===== src/bounded_keyed_record_table_defines.svh =====
// ----------------------------------------------------------------------------
// bounded_keyed_record_table_defines
// Assertion macros used by the top level of the record table RTL.
// ----------------------------------------------------------------------------
`ifndef BOUNDED_KEYED_RECORD_TABLE_DEFINES_SVH
`define BOUNDED_KEYED_RECORD_TABLE_DEFINES_SVH

// same-cycle implication
`define BKRT_ASSERT_NOW(label, clk, rst, ante, cons) \
   label: assert property (@(posedge clk) disable iff (rst) (ante) |-> (cons)) \
      else $error("%m: check failed");

// next-cycle implication
`define BKRT_ASSERT_NEXT(label, clk, rst, ante, cons) \
   label: assert property (@(posedge clk) disable iff (rst) (ante) |=> (cons)) \
      else $error("%m: check failed");

`endif


===== src/bkrt_pkg.sv =====
// ----------------------------------------------------------------------------
// bkrt_pkg
// Types, codes and defaults of the keyed record table.
// ----------------------------------------------------------------------------
package bkrt_pkg;

   localparam int DEPTH_DEFAULT = 16;
   localparam int CAP_W         = 5;
   localparam logic [CAP_W-1:0] CAPACITY_RESET = 5'd16;

   // operation codes
   localparam logic [2:0] FUNC_ADD    = 3'd0;
   localparam logic [2:0] FUNC_SEARCH = 3'd1;
   localparam logic [2:0] FUNC_REMOVE = 3'd2;
   localparam logic [2:0] FUNC_UNIQUE = 3'd3;
   localparam logic [2:0] FUNC_CLEAR  = 3'd4;

   // result status codes
   localparam logic [1:0] RSP_OK   = 2'd0;
   localparam logic [1:0] RSP_MISS = 2'd1;
   localparam logic [1:0] RSP_FULL = 2'd2;

   typedef struct packed {
      logic [2:0]         func;
      logic signed [31:0] code;
      logic [31:0]        value;
   } req_type;

   typedef struct packed {
      logic [1:0]  status;
      logic [3:0]  position;
      logic [31:0] found_value;
      logic [4:0]  entry_total;
      logic        is_full;
      logic        is_empty;
   } rsp_type;

   // controller -> datapath
   typedef struct packed {
      logic       latch;
      logic       append;
      logic       scan;
      logic       shift;
      logic       dec;
      logic       clear;
      logic       rsp_load;
      logic [1:0] rsp_status;
      logic       rsp_hit;
   } cmd_type;

   // datapath -> controller
   typedef struct packed {
      logic [2:0] func;
      logic       full;
      logic       hit;
      logic       pending;
      logic       idx_end;
   } stat_type;

endpackage


===== src/bkrt_ram.sv =====
// ----------------------------------------------------------------------------
// bkrt_ram
// Generic one-write, one-read RAM with registered read data.
// ----------------------------------------------------------------------------
module bkrt_ram #(
   parameter int WIDTH = 64,
   parameter int DEPTH = 16
) (
   input  logic                     clock,
   input  logic                     wr_en,
   input  logic [$clog2(DEPTH)-1:0] wr_addr,
   input  logic [WIDTH-1:0]         wr_data,
   input  logic [$clog2(DEPTH)-1:0] rd_addr,
   output logic [WIDTH-1:0]         rd_data
);

   logic [WIDTH-1:0] mem_ff [DEPTH];
   logic [WIDTH-1:0] rd_data_ff;

   always_ff @(posedge clock) begin
      if (wr_en) begin
         mem_ff[wr_addr] <= wr_data;
      end
      rd_data_ff <= mem_ff[rd_addr];
   end

   assign rd_data = rd_data_ff;

endmodule


===== src/bkrt_datapath.sv =====
// ----------------------------------------------------------------------------
// bkrt_datapath
// Record store, count, capacity register, scan/shift indexes, result register.
// ----------------------------------------------------------------------------
module bkrt_datapath #(
   parameter int DEPTH = bkrt_pkg::DEPTH_DEFAULT
) (
   input  logic                           clock,
   input  logic                           reset,
   input  bkrt_pkg::req_type              req_data,
   input  logic                           csr_wr_en,
   input  logic [bkrt_pkg::CAP_W-1:0]     csr_wr_data,
   input  bkrt_pkg::cmd_type              cmd,
   output bkrt_pkg::stat_type             stat,
   output logic                           rsp_valid,
   output bkrt_pkg::rsp_type              rsp_data
);
   import bkrt_pkg::*;

   localparam int AW = $clog2(DEPTH);
   localparam int CW = $clog2(DEPTH + 1);
   localparam int WW = (CW > CAP_W) ? CW : CAP_W;

   req_type          req_ff;
   logic [CAP_W-1:0] cap_ff;
   logic [CW-1:0]    count_ff, count_in;
   logic [CW-1:0]    idx_ff;
   logic             pend_ff;
   logic [AW-1:0]    pend_idx_ff;
   logic [AW-1:0]    hit_idx_ff;
   logic [31:0]      hit_val_ff;
   logic             rsp_valid_ff;
   rsp_type          rsp_ff;

   logic [63:0]      rd_data;
   logic             ram_we;
   logic [AW-1:0]    ram_waddr;
   logic [63:0]      ram_wdata;
   logic [WW-1:0]    eff_cap;
   logic             match;
   logic             idx_end;
   logic [AW+3:0]    pos_ext;
   logic [CW+4:0]    total_ext;

   // effective capacity never exceeds the store depth
   assign eff_cap = (WW'(cap_ff) > WW'(DEPTH)) ? WW'(DEPTH) : WW'(cap_ff);
   assign match   = pend_ff && (rd_data[63:32] == req_ff.code);
   assign idx_end = idx_ff >= count_ff;

   assign stat.func    = req_ff.func;
   assign stat.full    = WW'(count_ff) >= eff_cap;
   assign stat.hit     = match;
   assign stat.pending = pend_ff;
   assign stat.idx_end = idx_end;

   assign ram_we    = cmd.append || (cmd.shift && pend_ff);
   assign ram_waddr = cmd.append ? count_ff[AW-1:0] : (pend_idx_ff - AW'(1));
   assign ram_wdata = cmd.append ? {req_ff.code, req_ff.value} : rd_data;

   bkrt_ram #(
      .WIDTH (64),
      .DEPTH (DEPTH)
   ) u_store (
      .clock   (clock),
      .wr_en   (ram_we),
      .wr_addr (ram_waddr),
      .wr_data (ram_wdata),
      .rd_addr (idx_ff[AW-1:0]),
      .rd_data (rd_data)
   );

   always_comb begin
      count_in = count_ff;
      if (cmd.clear) begin
         count_in = '0;
      end else if (cmd.append) begin
         count_in = count_ff + CW'(1);
      end else if (cmd.dec) begin
         count_in = count_ff - CW'(1);
      end
   end

   always_ff @(posedge clock) begin
      if (reset) begin
         cap_ff       <= CAPACITY_RESET;
         count_ff     <= '0;
         idx_ff       <= '0;
         pend_ff      <= 1'b0;
         rsp_valid_ff <= 1'b0;
      end else begin
         if (csr_wr_en) begin
            cap_ff <= csr_wr_data;
         end
         count_ff     <= count_in;
         rsp_valid_ff <= cmd.rsp_load;
         if (cmd.latch) begin
            idx_ff  <= '0;
            pend_ff <= 1'b0;
         end else if (cmd.scan && match) begin
            // first hit: park the index just past it for compaction
            idx_ff  <= CW'(pend_idx_ff) + CW'(1);
            pend_ff <= 1'b0;
         end else if (cmd.scan || cmd.shift) begin
            if (!idx_end) begin
               idx_ff  <= idx_ff + CW'(1);
               pend_ff <= 1'b1;
            end else begin
               pend_ff <= 1'b0;
            end
         end
      end
   end

   assign pos_ext   = {4'b0, hit_idx_ff};
   assign total_ext = {5'b0, count_ff};

   always_ff @(posedge clock) begin
      if (cmd.latch) begin
         req_ff <= req_data;
      end
      if ((cmd.scan || cmd.shift) && !idx_end && !(cmd.scan && match)) begin
         pend_idx_ff <= idx_ff[AW-1:0];
      end
      if (cmd.scan && match) begin
         hit_idx_ff <= pend_idx_ff;
         hit_val_ff <= rd_data[31:0];
      end
      if (cmd.rsp_load) begin
         rsp_ff.status      <= cmd.rsp_status;
         rsp_ff.position    <= cmd.rsp_hit ? pos_ext[3:0] : 4'd0;
         rsp_ff.found_value <= cmd.rsp_hit ? hit_val_ff : 32'd0;
         rsp_ff.entry_total <= total_ext[4:0];
         rsp_ff.is_full     <= WW'(count_ff) >= eff_cap;
         rsp_ff.is_empty    <= count_ff == '0;
      end
   end

   assign rsp_valid = rsp_valid_ff;
   assign rsp_data  = rsp_ff;

endmodule


===== src/bkrt_ctrl.sv =====
// ----------------------------------------------------------------------------
// bkrt_ctrl
// Sequencer for add, search, remove, uniqueness check and clear.
// ----------------------------------------------------------------------------
module bkrt_ctrl (
   input  logic               clock,
   input  logic               reset,
   input  logic               start,
   output logic               busy,
   input  bkrt_pkg::stat_type stat,
   output bkrt_pkg::cmd_type  cmd
);
   import bkrt_pkg::*;

   typedef enum logic [2:0] {
      ST_IDLE,
      ST_DISPATCH,
      ST_SCAN,
      ST_SHIFT,
      ST_FINISH
   } state_type;

   state_type  state_ff, state_in;
   logic       busy_ff, busy_in;
   logic [1:0] code_ff, code_in;
   logic       use_hit_ff, use_hit_in;

   always_comb begin
      state_in   = state_ff;
      busy_in    = busy_ff;
      code_in    = code_ff;
      use_hit_in = use_hit_ff;
      cmd        = '0;
      unique case (state_ff)
         ST_IDLE: begin
            if (start) begin
               cmd.latch = 1'b1;
               busy_in   = 1'b1;
               state_in  = ST_DISPATCH;
            end
         end
         ST_DISPATCH: begin
            use_hit_in = 1'b0;
            code_in    = RSP_OK;
            state_in   = ST_FINISH;
            unique case (stat.func) inside
               FUNC_ADD: begin
                  if (stat.full) begin
                     code_in = RSP_FULL;
                  end else begin
                     cmd.append = 1'b1;
                  end
               end
               FUNC_SEARCH, FUNC_REMOVE, FUNC_UNIQUE: begin
                  state_in = ST_SCAN;
               end
               FUNC_CLEAR: begin
                  cmd.clear = 1'b1;
               end
               default: begin
               end
            endcase
         end
         ST_SCAN: begin
            cmd.scan = 1'b1;
            if (stat.hit) begin
               if (stat.func == FUNC_UNIQUE) begin
                  code_in    = RSP_MISS;
                  use_hit_in = 1'b0;
                  state_in   = ST_FINISH;
               end else begin
                  code_in    = RSP_OK;
                  use_hit_in = 1'b1;
                  state_in   = (stat.func == FUNC_REMOVE) ? ST_SHIFT : ST_FINISH;
               end
            end else if (stat.idx_end) begin
               code_in    = (stat.func == FUNC_UNIQUE) ? RSP_OK : RSP_MISS;
               use_hit_in = 1'b0;
               state_in   = ST_FINISH;
            end
         end
         ST_SHIFT: begin
            cmd.shift = 1'b1;
            if (!stat.pending && stat.idx_end) begin
               cmd.dec  = 1'b1;
               state_in = ST_FINISH;
            end
         end
         ST_FINISH: begin
            cmd.rsp_load   = 1'b1;
            cmd.rsp_status = code_ff;
            cmd.rsp_hit    = use_hit_ff;
            busy_in        = 1'b0;
            state_in       = ST_IDLE;
         end
         default: begin
            state_in = ST_IDLE;
            busy_in  = 1'b0;
         end
      endcase
   end

   always_ff @(posedge clock) begin
      if (reset) begin
         state_ff   <= ST_IDLE;
         busy_ff    <= 1'b0;
         code_ff    <= RSP_OK;
         use_hit_ff <= 1'b0;
      end else begin
         state_ff   <= state_in;
         busy_ff    <= busy_in;
         code_ff    <= code_in;
         use_hit_ff <= use_hit_in;
      end
   end

   assign busy = busy_ff;

endmodule


===== src/bounded_keyed_record_table.sv =====
// ----------------------------------------------------------------------------
// bounded_keyed_record_table
// Add, clear and unknown ops go from dispatch straight to the result load.
// Search and check unique scan the records held; the scan
// reads one entry per cycle through the single read port of the record RAM.
// Remove then shifts the records past the hit down one place to close the gap.
// One transaction at a time; start is taken again in the cycle rsp_valid shows.
// Synchronous reset empties the table, sets capacity to 16; RAM is not cleared.
// ----------------------------------------------------------------------------
`include "bounded_keyed_record_table_defines.svh"

module bounded_keyed_record_table #(
   parameter int DEPTH = bkrt_pkg::DEPTH_DEFAULT
) (
   input  logic                       clock,
   input  logic                       reset,
   // request channel
   input  logic                       start,
   output logic                       busy,
   input  bkrt_pkg::req_type          req_data,
   // result channel, one-cycle strobe, no back-pressure
   output logic                       rsp_valid,
   output bkrt_pkg::rsp_type          rsp_data,
   // capacity register
   input  logic                       csr_wr_en,
   input  logic [bkrt_pkg::CAP_W-1:0] csr_wr_data
);
   import bkrt_pkg::*;

   // command / status between sequencer and datapath
   cmd_type  cmd;
   stat_type stat;

   // Sequencer: dispatches the op, runs the linear scan, then the
   // shift-down compaction for remove, and fires the result load.
   bkrt_ctrl u_ctrl (
      .clock (clock),
      .reset (reset),
      .start (start),
      .busy  (busy),
      .stat  (stat),
      .cmd   (cmd)
   );

   // Datapath: record RAM (code in the upper word, value in the lower),
   // count, capacity, scan index with a one-deep read pipeline.
   bkrt_datapath #(
      .DEPTH (DEPTH)
   ) u_datapath (
      .clock       (clock),
      .reset       (reset),
      .req_data    (req_data),
      .csr_wr_en   (csr_wr_en),
      .csr_wr_data (csr_wr_data),
      .cmd         (cmd),
      .stat        (stat),
      .rsp_valid   (rsp_valid),
      .rsp_data    (rsp_data)
   );

   // an accepted transaction holds off the next one
   `BKRT_ASSERT_NEXT(a_accept_busy, clock, reset, start && !busy, busy)
   // the end of a transaction always delivers its result
   `BKRT_ASSERT_NOW(a_done_rsp, clock, reset, $fell(busy), rsp_valid)
   // a result only follows a transaction in flight
   `BKRT_ASSERT_NOW(a_rsp_after_busy, clock, reset, rsp_valid, $past(busy))

endmodule


===== config.mk =====
export PLATFORM = sky130hd
export DESIGN_NAME = bounded_keyed_record_table
export DESIGN_NICKNAME = d
export VERILOG_FILES = /design/src/bkrt_pkg.sv /design/src/bkrt_ram.sv /design/src/bkrt_datapath.sv /design/src/bkrt_ctrl.sv /design/src/bounded_keyed_record_table.sv
export VERILOG_INCLUDE_DIRS = /design/src /design/src/src
export SDC_FILE = /design/constraint.sdc
export NUM_CORES = 1
export LEC_CHECK = 0
export BUFFER_PORTS_ARGS = -buffer_cell sky130_fd_sc_hd__buf_4
export CAP_MARGIN = 10
export CELL_PAD_IN_SITES_DETAIL_PLACEMENT = 2
export CELL_PAD_IN_SITES_GLOBAL_PLACEMENT = 2
export CORE_ASPECT_RATIO = 0.5
export CORE_MARGIN = 4
export CORE_UTILIZATION = 25
export DETAILED_ROUTE_END_ITERATION = 10
export PLACE_DENSITY_LB_ADDON = 0.1
export SYNTH_ARGS = -nofsm -noshare
export SYNTH_HDL_FRONTEND = slang
export SYNTH_SLANG_ARGS = --single-unit
export TNS_END_PERCENT = 5

===== constraint.sdc =====
create_clock -name clock -period 4.7 [get_ports clock]
set_input_delay 0.235 -clock clock [delete_from_list [all_inputs] [get_ports clock]]
set_output_delay 0.235 -clock clock [all_outputs]
set_load 0.05 [all_outputs]

==> results.sh <==
export IMPL_status="complete, no violations"
export IMPL_hold_violations=0
export IMPL_drive_gt1_share_pct=27.8
export IMPL_die_h_um=316
export IMPL_rsz0062_at_grt="no"
export IMPL_finalSetupViolCount=0
export IMPL_hold_buffers=84
export IMPL_cp_arrival_ps=4490
export IMPL_pre_cts_slack_ps=533
export IMPL_clockRootBuffer="clkbuf_16"
export IMPL_seqPwrFrac_pct=53.0
export IMPL_synth_area_per_cell_um2=21.9
export IMPL_die_area_mm2=0.197
export IMPL_first_iter_violations=1424
export IMPL_placed_cells=4745
export IMPL_clk_latency_ps=780
export IMPL_maxCapViolCount=0
export IMPL_cts_setup_buffers=0
export IMPL_seqCellArea_mm2=0.0371
export IMPL_sw_frac_of_total_pct=20.5
export IMPL_required_ps=5090
export IMPL_layout_nets=2556
export IMPL_path_max_fanout=40
export IMPL_track_usage_pct=14.1
export IMPL_ys_ff_latch=1264
export IMPL_synth_fp_nets=2258
export IMPL_cts_resized=0
export IMPL_gp_congestion=0.690
export IMPL_ioPinCount=123
export IMPL_synth_cell_types=62
export IMPL_grt_pass1_vias=25400
export IMPL_max_clock_freq_mhz=244
export IMPL_multi_input_area_mm2=0.00998
export IMPL_synth_common_cells="1,176 x edfxtp_1, 320 x mux4_2, 209 x nand2_1, 88 x dfxtp_1, 46 x nor2_1"
export IMPL_path_clk_slew_ps=70
export IMPL_stdcell_count=5073
export IMPL_dp_hpwl_mm=77.4
export IMPL_fin_ws_ps=601
export IMPL_synth_warnings=0
export IMPL_ant_nets=0
export IMPL_die_x_um=624
export IMPL_synth_edf_count=1176
export IMPL_core_area_mm2=0.188
export IMPL_synth_most_common_cell="edfxtp_1"
export IMPL_skew_ps=30.6
export IMPL_vias=22200
export IMPL_synth_area_mm2=0.0474
export IMPL_max_vdd_ir_drop_v=0.000257
export IMPL_synth_seq_area_share_pct=78.2
export IMPL_end_kind="flip-flop"
export IMPL_clockBufferDepth=4
export IMPL_final_min_clock_period_ps=4100
export IMPL_p_comb_share_pct=1.6
export IMPL_fin_tns_setup_ps=0
export IMPL_cts_made_buffers=140
export IMPL_cts_tree="built"
export IMPL_synth_largest_area_cell="edfxtp_1"
export IMPL_area_delta_synth_final_pct=20.1
export IMPL_power_mw=23.2
export IMPL_cellPowerDensity_mw_per_mm2=407
export IMPL_p_clk_share_pct=45.4
export IMPL_ys_top_cells_by_area="edfxtp_1 74%, mux4_2 15%, dfxtp_1 3.7%, nand2_1 1.7%, xnor2_1 0.72%"
export IMPL_slew_violations=0
export IMPL_p_int_mw=18.4
export IMPL_vias_per_cell=4.38
export IMPL_htree_levels=4
export IMPL_overflow=0
export IMPL_wl_per_cell_um=27.4
export IMPL_ys_flop_type="edfxtp_1"
export IMPL_relSlewSlack_pct=19.1
export IMPL_p_leak_nw=17.6
export IMPL_start_util_pct=25.3
export IMPL_drtPass1Iterations=5
export IMPL_io_buffers=122
export IMPL_hold_class="primary input to flip-flop"
export IMPL_grt_pass1_wl_mm=198
export IMPL_clock_sinks=1264
export IMPL_crit_type="flip-flop to flip-flop"
export IMPL_grt_max_degree=107
export IMPL_start_kind="flip-flop"
export IMPL_num_fill_cells=18600
export IMPL_finalCritPeriodShare_pct=87.2
export IMPL_yosys_area_top_type_share_pct=74.5
export IMPL_switching_power_mw=4.75
export IMPL_syn_inst=2165
export IMPL_drc_errors=0
export IMPL_rows=112
export IMPL_antenna_found_initial=4
export IMPL_async_reset_ff_share_pct=0
export IMPL_wl_mm=139
export IMPL_worst_slew_pin_slew_ps=1210
==> worst max-delay path: stages, from the launching register on <==
cell      delay (ps)
dfxtp_1          520
inv_1            170
ha_1             320
nand2b_1         160
a31oi_1          250
o21ai_1          150
and2b_4          510
inv_4            310
a31oi_1          840
nor2_4           100
buf_12           210
==> flip-flops by register name (all words and copies together) (netlist names), 2 cells and up <==
name / count
u_ctrl.code_ff: 2
u_ctrl.state_ff: 3
u_datapath.cap_ff: 5
u_datapath.count_ff: 5
u_datapath.hit_idx_ff: 4
u_datapath.hit_val_ff: 32
u_datapath.idx_ff: 5
u_datapath.pend_idx_ff: 4
u_datapath.req_ff: 64
u_datapath.rsp_data: 45
u_datapath.stat: 3
u_datapath.u_store.mem_ff: 1024
u_datapath.u_store.rd_data: 64
==> layout make-up <==
| class | instances | area share, % |
|---|---|---|
| flip-flops and latches | 1264 | 65.2 |
| multi-input cells | 788 | 17.5 |
| clock buffers | 209 | 7.10 |
| well taps | 2508 | 5.51 |
| repair buffers | 255 | 4.19 |
| clock inverters | 34 | 0.394 |
| inverters | 14 | 0.0967 |
| diodes | 1 | 0.00440 |
==> metal layers <==
layer | part of all wire (%) | GRT usage, %
met5 | 0 | 0
met4 | 1.5 | 2.77
met3 | 3.3 | 2.34
met2 | 49 | 23.9
met1 | 46 | 19.1
==> placed cells by master (no fill, tap or decap), drive strengths merged, types with 36 or more instances in the layout <==
cell type / netlist / routed
and2: 36 / 36
edfxtp: 1176 / 1176
nor2: 47 / 47
buf: 55 / 171
mux4: 320 / 320
dlygate4sd3: 0 / 84
clkbuf: 44 / 209
xnor2: 39 / 39
dfxtp: 88 / 88
nand2: 209 / 209
==> power by group through the flow <==
| stage | clock [mW] | combinational, mW | sequential [mW] |
|---|---|---|---|
| floorplan | 0 | 0.118 | 12.5 |
| CTS | 11.0 | 0.385 | 12.3 |
| global placement | 0 | 0.319 | 12.5 |
| global route | 11.4 | 0.407 | 12.3 |
| detailed placement | 0 | 0.325 | 12.5 |
| finish | 10.5 | 0.369 | 12.3 |
==> metrics by stage <==
step                      cell area, um2  utilization (%)  hold WS [ps]
after global placement             51800             27.6           413
after global routing               56900             30.4           136
after detailed placement           51800             27.6           415
final                              56900             30.4           186
after CTS                          56900             30.4           102
after floorplan                    47400                -           334
==> final timing paths <==
check / from / endpoint / slack, ps / depth (start not counted)
max: u_datapath.count_ff[0]$_SDFFE_PP0P_ / u_datapath.u_store.mem_ff[9][40]$_DFFE_PP_ / 600 / 10
min: req_data[56] / u_datapath.req_ff[56]$_DFFE_PP_ / 190 / 2
max reg2reg: u_datapath.count_ff[0]$_SDFFE_PP0P_ / u_datapath.u_store.mem_ff[9][40]$_DFFE_PP_ / 600 / 10
min reg2reg: u_datapath.u_store.rd_data[23]$_DFF_P_ / u_datapath.hit_val_ff[23]$_DFFE_PP_ / 430 / 0
==> cell families (layout without fill, tap and decap cells) <==
family	Yosys count	in the layout	synth area share [%]
AO/OA/AOI/OAI	49	49	0.760
XOR/XNOR	45	45	0.831
multiplexers	330	330	15.4
other	0	1	0
adder cells (fa/ha/maj)	17	17	0.465
AND/OR/NAND/NOR	347	347	3.27
buffers and inverters	113	512	1.04
flip-flops	1264	1264	78.2
No activity file was read; power rests on OpenSTA's default activity.
